`config.mk`:
```
export PLATFORM = sky130hd
export DESIGN_NAME = indexed_list_store_top_flat
export DESIGN_NICKNAME = d
export VERILOG_FILES = /design/src/rtl/core/ils_pkg.sv /design/src/rtl/core/ils_if.sv /design/src/rtl/core/indexed_list_store_top.sv /design/src/flat_wrapper.sv
export SDC_FILE = /design/constraint.sdc
export NUM_CORES = 2
export LEC_CHECK = 0
export ABC_CLOCK_PERIOD_IN_PS = 5500
export BUFFER_PORTS_ARGS = -buffer_cell sky130_fd_sc_hd__buf_2
export CELL_PAD_IN_SITES_DETAIL_PLACEMENT = 1
export CELL_PAD_IN_SITES_GLOBAL_PLACEMENT = 1
export CORE_UTILIZATION = 48
export CTS_BUF_LIST = sky130_fd_sc_hd__clkbuf_2
export CTS_CLUSTER_DIAMETER = 50
export DETAILED_ROUTE_END_ITERATION = 10
export GPL_TIMING_DRIVEN = 0
export MAX_ROUTING_LAYER = met4
export PLACE_DENSITY_LB_ADDON = 0.1
export REMOVE_ABC_BUFFERS = 1
export SLEW_MARGIN = 20
export SYNTH_ARGS = -nofsm -noshare
export SYNTH_HDL_FRONTEND = slang
export SYNTH_SLANG_ARGS = --single-unit
```
`constraint.sdc`:
```
create_clock -name clk_i -period 5.5 [get_ports clk_i]
set_input_delay 1.1 -clock clk_i [delete_from_list [all_inputs] [get_ports clk_i]]
set_output_delay 1.1 -clock clk_i [all_outputs]
set_load 0.02 [all_outputs]
```
`src/rtl/core/ils_pkg.sv`:
```
// ils_pkg: shared widths and operation codes of the indexed list store
`timescale 1ns / 1ps

package ils_pkg;

  // payload widths
  localparam int unsigned FUNC_W  = 3;
  localparam int unsigned POS_W   = 8;
  localparam int unsigned VALUE_W = 32;
  localparam int unsigned LEN_W   = 7;

  // request operation codes
  typedef enum logic [FUNC_W-1:0] {
    OP_READ = 3'd0,
    OP_HEAD = 3'd1,
    OP_TAIL = 3'd2,
    OP_AT   = 3'd3,
    OP_DEL  = 3'd4
  } func_e;

  // value returned when no read hit
  localparam logic [VALUE_W-1:0] MISS_VALUE = '1;

endpackage

```
`src/rtl/core/ils_if.sv`:
```
// ils_req_if, ils_rsp_if: request and response channels of the indexed list store
`timescale 1ns / 1ps

interface ils_req_if;
  logic                                    valid;
  logic                                    ready;
  logic        [ils_pkg::FUNC_W-1:0]       func;
  logic signed [ils_pkg::POS_W-1:0]        position;
  logic signed [ils_pkg::VALUE_W-1:0]      item_value;

  modport source (output valid, func, position, item_value, input ready);
  modport sink   (input valid, func, position, item_value, output ready);
endinterface

interface ils_rsp_if;
  logic                                    valid;
  logic                                    ready;
  logic signed [ils_pkg::VALUE_W-1:0]      read_value;
  logic                                    found;
  logic                                    applied;
  logic                                    full_drop;
  logic        [ils_pkg::LEN_W-1:0]        list_length;

  modport source (output valid, read_value, found, applied, full_drop, list_length,
                  input ready);
  modport sink   (input valid, read_value, found, applied, full_drop, list_length,
                  output ready);
endinterface

```
`src/rtl/core/indexed_list_store_top.sv`:
```
// indexed_list_store_top: ordered list of signed values in a memory with a length counter
// Flow: one transaction at a time; the shift loop moves one entry through a read state and
//   a write state of the single-port-read, single-port-write memory.
// Reset: asynchronous, active low; clears the length and the sequencer, memory contents
//   stay undefined and are never read before being written.
`timescale 1ns / 1ps

module indexed_list_store_top #(
  parameter int unsigned CAPACITY = 64
) (
  input  logic      clk_i,
  input  logic      rst_ni,
  ils_req_if.sink   req_i,
  ils_rsp_if.source rsp_o
);

  localparam int unsigned CNT_W  = $clog2(CAPACITY + 1);
  localparam int unsigned ADDR_W = $clog2(CAPACITY);
  localparam int unsigned CMP_W  = (CNT_W > ils_pkg::POS_W - 1) ? CNT_W : ils_pkg::POS_W - 1;

  typedef enum logic [2:0] {
    ST_IDLE,
    ST_RD_WAIT,
    ST_INS_RD,
    ST_INS_WR,
    ST_DEL_RD,
    ST_DEL_WR,
    ST_RESP
  } state_e;

  state_e                              state_q;
  logic [CNT_W-1:0]                    count_q;
  logic [ADDR_W-1:0]                   ptr_q;
  logic [ADDR_W-1:0]                   tgt_q;
  logic [ils_pkg::VALUE_W-1:0]         val_q;
  logic [ils_pkg::VALUE_W-1:0]         res_value_q;
  logic                                res_found_q;
  logic                                res_applied_q;
  logic                                res_drop_q;

  logic                                out_valid_q;
  logic [ils_pkg::VALUE_W-1:0]         out_value_q;
  logic                                out_found_q;
  logic                                out_applied_q;
  logic                                out_drop_q;
  logic [ils_pkg::LEN_W-1:0]           out_len_q;

  // memory
  logic [ils_pkg::VALUE_W-1:0]         mem [CAPACITY];
  logic [ils_pkg::VALUE_W-1:0]         rd_data_q;
  logic                                mem_we;
  logic [ADDR_W-1:0]                   mem_waddr;
  logic [ils_pkg::VALUE_W-1:0]         mem_wdata;
  logic                                mem_re;
  logic [ADDR_W-1:0]                   mem_raddr;

  // request decode
  logic                                accept;
  logic                                pos_neg;
  logic [CMP_W-1:0]                    pos_ext;
  logic [CMP_W-1:0]                    cnt_ext;
  logic                                pos_lt_cnt;
  logic                                pos_le_cnt;
  logic                                full;
  logic                                ins_go;
  logic [ADDR_W-1:0]                   ins_tgt;
  logic                                read_hit;
  logic                                out_free;
  logic                                ptr_at_tgt;
  logic                                del_last;

  assign req_i.ready = (state_q == ST_IDLE);
  assign accept      = req_i.valid && (state_q == ST_IDLE);
  assign out_free    = !out_valid_q || rsp_o.ready;

  assign pos_neg    = req_i.position[ils_pkg::POS_W-1];
  assign pos_ext    = CMP_W'(req_i.position[ils_pkg::POS_W-2:0]);
  assign cnt_ext    = CMP_W'(count_q);
  assign pos_lt_cnt = !pos_neg && (pos_ext < cnt_ext);
  assign pos_le_cnt = !pos_neg && (pos_ext <= cnt_ext);
  assign full       = (count_q == CNT_W'(CAPACITY));
  assign read_hit   = pos_lt_cnt;

  assign ptr_at_tgt = (ptr_q == tgt_q);
  assign del_last   = ((CNT_W'(ptr_q) + CNT_W'(1)) == count_q);

  // insert target and whether the insert applies at all
  always_comb begin
    ins_go  = 1'b0;
    ins_tgt = '0;
    case (ils_pkg::func_e'(req_i.func))
      ils_pkg::OP_HEAD: begin
        ins_go = 1'b1;
      end
      ils_pkg::OP_TAIL: begin
        ins_go  = 1'b1;
        ins_tgt = ADDR_W'(count_q);
      end
      ils_pkg::OP_AT: begin
        if (pos_neg) begin
          ins_go = 1'b1;
        end else if (pos_le_cnt) begin
          ins_go  = 1'b1;
          ins_tgt = ADDR_W'(pos_ext);
        end
      end
      default: begin
        ins_go = 1'b0;
      end
    endcase
  end

  // memory port control
  always_comb begin
    mem_we    = 1'b0;
    mem_waddr = ptr_q;
    mem_wdata = rd_data_q;
    mem_re    = 1'b0;
    mem_raddr = ptr_q;
    case (state_q)
      ST_IDLE: begin
        if (accept && (ils_pkg::func_e'(req_i.func) == ils_pkg::OP_READ) && read_hit) begin
          mem_re    = 1'b1;
          mem_raddr = ADDR_W'(pos_ext);
        end
      end
      ST_INS_RD: begin
        if (ptr_at_tgt) begin
          mem_we    = 1'b1;
          mem_waddr = tgt_q;
          mem_wdata = val_q;
        end else begin
          mem_re    = 1'b1;
          mem_raddr = ptr_q - ADDR_W'(1);
        end
      end
      ST_INS_WR: begin
        mem_we = 1'b1;
      end
      ST_DEL_RD: begin
        if (!del_last) begin
          mem_re    = 1'b1;
          mem_raddr = ptr_q + ADDR_W'(1);
        end
      end
      ST_DEL_WR: begin
        mem_we = 1'b1;
      end
      default: begin
        mem_we = 1'b0;
      end
    endcase
  end

  // memory write port
  always_ff @(posedge clk_i) begin
    if (mem_we) begin
      mem[mem_waddr] <= mem_wdata;
    end
  end

  // memory registered read port
  always_ff @(posedge clk_i) begin
    if (mem_re) begin
      rd_data_q <= mem[mem_raddr];
    end
  end

  // sequencer, length counter and response registers
  always_ff @(posedge clk_i or negedge rst_ni) begin
    if (!rst_ni) begin
      state_q     <= ST_IDLE;
      count_q     <= '0;
      out_valid_q <= 1'b0;
    end else begin
      // response taken and no new one loaded this cycle
      if (out_valid_q && rsp_o.ready && (state_q != ST_RESP)) begin
        out_valid_q <= 1'b0;
      end
      case (state_q)
        ST_IDLE: begin
          if (accept) begin
            res_value_q   <= ils_pkg::MISS_VALUE;
            res_found_q   <= 1'b0;
            res_applied_q <= 1'b0;
            res_drop_q    <= ins_go && full;
            val_q         <= req_i.item_value;
            tgt_q         <= ins_tgt;
            ptr_q         <= (ils_pkg::func_e'(req_i.func) == ils_pkg::OP_DEL) ?
                             ADDR_W'(pos_ext) : ADDR_W'(count_q);
            case (ils_pkg::func_e'(req_i.func))
              ils_pkg::OP_READ: begin
                state_q <= read_hit ? ST_RD_WAIT : ST_RESP;
              end
              ils_pkg::OP_HEAD, ils_pkg::OP_TAIL, ils_pkg::OP_AT: begin
                state_q <= (ins_go && !full) ? ST_INS_RD : ST_RESP;
              end
              ils_pkg::OP_DEL: begin
                state_q <= pos_lt_cnt ? ST_DEL_RD : ST_RESP;
              end
              default: begin
                state_q <= ST_RESP;
              end
            endcase
          end
        end
        ST_RD_WAIT: begin
          res_value_q <= rd_data_q;
          res_found_q <= 1'b1;
          state_q     <= ST_RESP;
        end
        ST_INS_RD: begin
          // place the new value once the tail has been shifted up to the target
          if (ptr_at_tgt) begin
            count_q       <= count_q + CNT_W'(1);
            res_applied_q <= 1'b1;
            state_q       <= ST_RESP;
          end else begin
            state_q <= ST_INS_WR;
          end
        end
        ST_INS_WR: begin
          ptr_q   <= ptr_q - ADDR_W'(1);
          state_q <= ST_INS_RD;
        end
        ST_DEL_RD: begin
          // close the gap one entry at a time until the last entry
          if (del_last) begin
            count_q       <= count_q - CNT_W'(1);
            res_applied_q <= 1'b1;
            state_q       <= ST_RESP;
          end else begin
            state_q <= ST_DEL_WR;
          end
        end
        ST_DEL_WR: begin
          ptr_q   <= ptr_q + ADDR_W'(1);
          state_q <= ST_DEL_RD;
        end
        ST_RESP: begin
          if (out_free) begin
            out_valid_q   <= 1'b1;
            out_value_q   <= res_value_q;
            out_found_q   <= res_found_q;
            out_applied_q <= res_applied_q;
            out_drop_q    <= res_drop_q;
            out_len_q     <= ils_pkg::LEN_W'(count_q);
            state_q       <= ST_IDLE;
          end
        end
        default: begin
          state_q <= ST_IDLE;
        end
      endcase
    end
  end

  // response channel
  assign rsp_o.valid       = out_valid_q;
  assign rsp_o.read_value  = out_value_q;
  assign rsp_o.found       = out_found_q;
  assign rsp_o.applied     = out_applied_q;
  assign rsp_o.full_drop   = out_drop_q;
  assign rsp_o.list_length = out_len_q;

endmodule
```
`src/flat_wrapper.sv`:
```
// flat-port wrapper written by rule: the top's interface ports become plain ports
module indexed_list_store_top_flat 
#(
  parameter int unsigned CAPACITY = 64
)
  (clk_i, rst_ni, req_i_valid, req_i_func, req_i_position, req_i_item_value, req_i_ready, rsp_o_valid, rsp_o_read_value, rsp_o_found, rsp_o_applied, rsp_o_full_drop, rsp_o_list_length, rsp_o_ready);
  ils_req_if req_i_i ();
  ils_rsp_if rsp_o_i ();
  input  logic clk_i;
  input  logic rst_ni;
  input wire logic [$bits(req_i_i.valid)-1:0] req_i_valid;
  input wire logic [$bits(req_i_i.func)-1:0] req_i_func;
  input wire logic [$bits(req_i_i.position)-1:0] req_i_position;
  input wire logic [$bits(req_i_i.item_value)-1:0] req_i_item_value;
  output wire logic [$bits(req_i_i.ready)-1:0] req_i_ready;
  output wire logic [$bits(rsp_o_i.valid)-1:0] rsp_o_valid;
  output wire logic [$bits(rsp_o_i.read_value)-1:0] rsp_o_read_value;
  output wire logic [$bits(rsp_o_i.found)-1:0] rsp_o_found;
  output wire logic [$bits(rsp_o_i.applied)-1:0] rsp_o_applied;
  output wire logic [$bits(rsp_o_i.full_drop)-1:0] rsp_o_full_drop;
  output wire logic [$bits(rsp_o_i.list_length)-1:0] rsp_o_list_length;
  input wire logic [$bits(rsp_o_i.ready)-1:0] rsp_o_ready;
  assign req_i_i.valid = req_i_valid;
  assign req_i_i.func = req_i_func;
  assign req_i_i.position = req_i_position;
  assign req_i_i.item_value = req_i_item_value;
  assign req_i_ready = req_i_i.ready;
  assign rsp_o_valid = rsp_o_i.valid;
  assign rsp_o_read_value = rsp_o_i.read_value;
  assign rsp_o_found = rsp_o_i.found;
  assign rsp_o_applied = rsp_o_i.applied;
  assign rsp_o_full_drop = rsp_o_i.full_drop;
  assign rsp_o_list_length = rsp_o_i.list_length;
  assign rsp_o_i.ready = rsp_o_ready;
  indexed_list_store_top #(.CAPACITY(CAPACITY)) u_core (.clk_i(clk_i), .rst_ni(rst_ni), .req_i(req_i_i), .rsp_o(rsp_o_i));
endmodule
```
==> impl_metrics.csv <==
group,metric,value,unit
timing,finalSetupTns,-383.7,ps
worst_setup_path,critical_path_class,"reg2reg",
worst_setup_path,crit_start,"u_core.ptr_q[0]",
floorplanning,initial_core_util,48.38,%
placement,port_buffers,90,
detailed_routing,wl_met3,29.89,mm
floorplanning,io_pins,91,
synthesis,yosys.area.top_type,"edfxtp_1",
worst_setup_path,start_kind,"flip-flop",
status,violations,"negative setup slack",
cells_and_area,nNetsFinal,6061,
detailed_routing,wl_met1,118.8,mm
clock_network,clk_pin_slew,90,ps
synthesis,synth_top_area_share,76.48,%
global_route,grt_pass1_vias,57340,
global_route,gr-usage-all-layers,33.50,%
synthesis,syn_area_per_cell,16.73,µm²
detailed_routing,route.met2.wl,139.5,mm
global_route,grt_overflow,0,
placement,gp_congestion,0.8253,
clock_network,clock_latency,1930,ps
synthesis,synth_ff_type,"edfxtp_1",
timing,maxSlewViolCount,0,
detailed_routing,routed_wl,299.1,mm
clock_network,cts-root-buf,"clkbuf_2",
clock_network,htreeDepth,6,
min_path,hold_start,"rst_ni",
timing,min_period,5600,ps
status,outcome,"finished, violations left",
detailed_routing,first_pass_iters,10,
synthesis,synth.yosys.seq_area_share,76.80,%
run,maxCapViolCount,0,
clock_network,cts_tree,"built",
power_and_ir_drop,powerDensity,590.7,nW/µm²
timing,hold_viol,0,
timing,min_period_over_period,101.8,%
power_and_ir_drop,power_leakage,0.03506,µW
global_route,grt_pass1_wl,417.2,mm
synthesis,syn_area,86410,µm²
min_path,hold_path.class,"in2reg",
floorplanning,fp.dieW,426.3,µm
global_route,grt_max_degree,65,
worst_setup_path,endpoint_kind,"flip-flop",
detailed_routing,num_vias,56030,
cells_and_area,syn_to_final_growth,19.39,%
timing,slew-limit-headroom,11.26,%
detailed_routing,ant_nets,0,
cells_and_area,drive_gt1_share,26.11,%
synthesis,synth.most_common_cell,"edfxtp_1",
synthesis,ys_top_cells_by_count,"edfxtp_1 (2201), mux2i_1 (455), nand2_1 (298)",
power_and_ir_drop,ir_drop,0.3645,mV
detailed_routing,drtIter0Drc,7644,
synthesis,ys_types,85,
synthesis,synth-seq-cells,2212,
worst_setup_path,crit_required,6900,ps
synthesis,synthTopCellsByArea,"edfxtp_1 (76%), mux2i_1 (5.3%), a21oi_1 (1.7%)",
cells_and_area,postLayoutCellArea,103200,µm²
timing,worst_slack,-99.57,ps
synthesis,ys.warnings.count,0,
worst_setup_path,cp_data_arrival_time,7000,ps
timing,max_freq,178.6,MHz
floorplanning,core,178600,µm²
floorplanning,die_y,426.3,µm
global_route,grt_antenna_before_repair,15,
worst_setup_path,reg2reg_from,"u_core.ptr_q[0]",
floorplanning,rows,155,
clock_network,cts_buffer_depth,4,
floorplanning,die_area,181700,µm²
timing,tightest_slew,1331,ps
worst_setup_path,reg2reg_slack,-100,ps
detailed_routing,avgRoutedWirePerCell,34.32,µm
placement,placed_cell_area,95750,µm²
detailed_routing,drc,0,
synthesis,synth_edf_count,2201,
timing,finalClockSkew,145.4,ps
detailed_routing,routed_via_density,6.430,
clock_network,clock-sinks,2212,
detailed_routing,top_layer,"met4",
clock_network,cts_made_buffers,584,
placement,hpwl,183.5,mm
timing,setup_viol,7,
synthesis,synth_async_sr_flop_share,0.4973,%
worst_setup_path,path_max_fanout,32,
synthesis,synthesis.instances,5165,
area by class of cell:
class / instances / area (µm²)
Tap cell: 2355 / 2947
Clock buffer: 843 / 4219
Inverter: 20 / 75.07
Multi-Input combinational cell: 2581 / 19820
Timing Repair Buffer: 600 / 9128
Antenna cell: 13 / 32.53
Fill cell: 16310 / 75450
Sequential cell: 2212 / 66380
Clock inverter: 90 / 569.3
registers in the layout (all words and copies together) (netlist names), 3 cells and up:
register / cells
u_core.cnt_ext: 7
u_core.mem: 2048
u_core.ptr_q: 6
u_core.rd_data_q: 32
u_core.res_value_q: 32
u_core.rsp_o.list_length: 7
u_core.rsp_o.read_value: 32
u_core.state_q: 3
u_core.tgt_q: 6
u_core.val_q: 32
final timing paths:
path	to	depth (start not counted)
setup / recovery	u_core.rd_data_q[19]	22
min in group asynchronous	u_core.cnt_ext[6]	3
hold reg to reg	u_core.rsp_o.read_value[24]	0
setup reg to reg	u_core.rd_data_q[19]	22
hold / removal	u_core.res_applied_q	4
max in group asynchronous	u_core.cnt_ext[4]	3
cells by family (layout without fill, tap and decap cells):
| group | count (synthesis) | in the layout | synth area share [%] |
|---|---|---|---|
| flip-flops | 2212 | 2212 | 76.80 |
| XOR/XNOR | 27 | 27 | 0.2910 |
| buffers and inverters | 378 | 1553 | 2.137 |
| adder cells (fa/ha/maj) | 15 | 15 | 0.2259 |
| AO/OA/AOI/OAI | 1292 | 1292 | 10.40 |
| multiplexers | 525 | 525 | 6.274 |
| AND/OR/NAND/NOR | 716 | 722 | 3.867 |
| other | 0 | 13 | 0 |
report_power, final:
part,internal [µW],switching (µW)
logic,9460,18200
registers,21800,328
clock network,4390,6730
layer usage:
metal / global-route usage [%] / vias to the layer above
li1: - / 22880
met1: 44.24 / 29100
met2: 50.87 / 3414
met3: 7.564 / 643
met4: 12.40 / 0
met5: - / -
cells in the final DEF (no fill, tap or decap), types with 48 or more instances in the layout:
cell and n:
o21ai_0 260, edfxtp_1 2201, nor2_4 68, dlygate4sd3_1 92, clkbuf_2 843, a221o_1 48, a221oi_1 111, buf_12 75
buf_16 155, nand2_1 291, nand3_1 173, mux2i_1 455, a222oi_1 71, a22oi_1 56, clkinv_1 60, a21oi_1 282
a211oi_1 67, buf_4 110, buf_2 90, o221ai_1 63, a21o_1 71
critical path: stages (launching register included):
cell and delay, ps:
edfxtp_1 450, buf_4 170, buf_4 120, buf_4 120, nand3_4 110, nor2_4 180, xnor3_2 380, o41ai_4 400
buf_4 200, o32a_4 180, buf_16 160, buf_16 130, a21oi_4 40, buf_16 170, buf_16 190, buf_16 210
buf_16 210, nand2_8 140, buf_16 160, buf_4 140, a21oi_1 50, o41ai_2 510, nand4_1 560
metrics by stage:
stage | util [%] | power [µW] | setup slack, ps | hold WS, ps | instances
after detailed placement | 53.61 | 47830 | -2556 | 405.6 | 7584
after global routing | 57.75 | 62790 | -6.054 | 129.3 | 8710
after global placement | 49.29 | 39700 | -195160 | 401.7 | 7252
final | 57.76 | 60940 | -99.57 | 232.4 | 8714
after floorplan | - | 34960 | -54410 | 400.3 | 4807
after CTS | 57.50 | 60070 | 0.6182 | 10.57 | 8685
timing repair:
item / 4_1_cts / 5_1_grt
setup endpoints to repair: 32 / 31
gates cloned: 10 / 3
hold buffers: 92 / 0
pin swaps: 32 / 23
gates resized for setup: 75 / 48
hold endpoints to repair: 168 / 0
setup buffers: 67 / 14
Note: power is estimated with default switching activity, not from simulation.
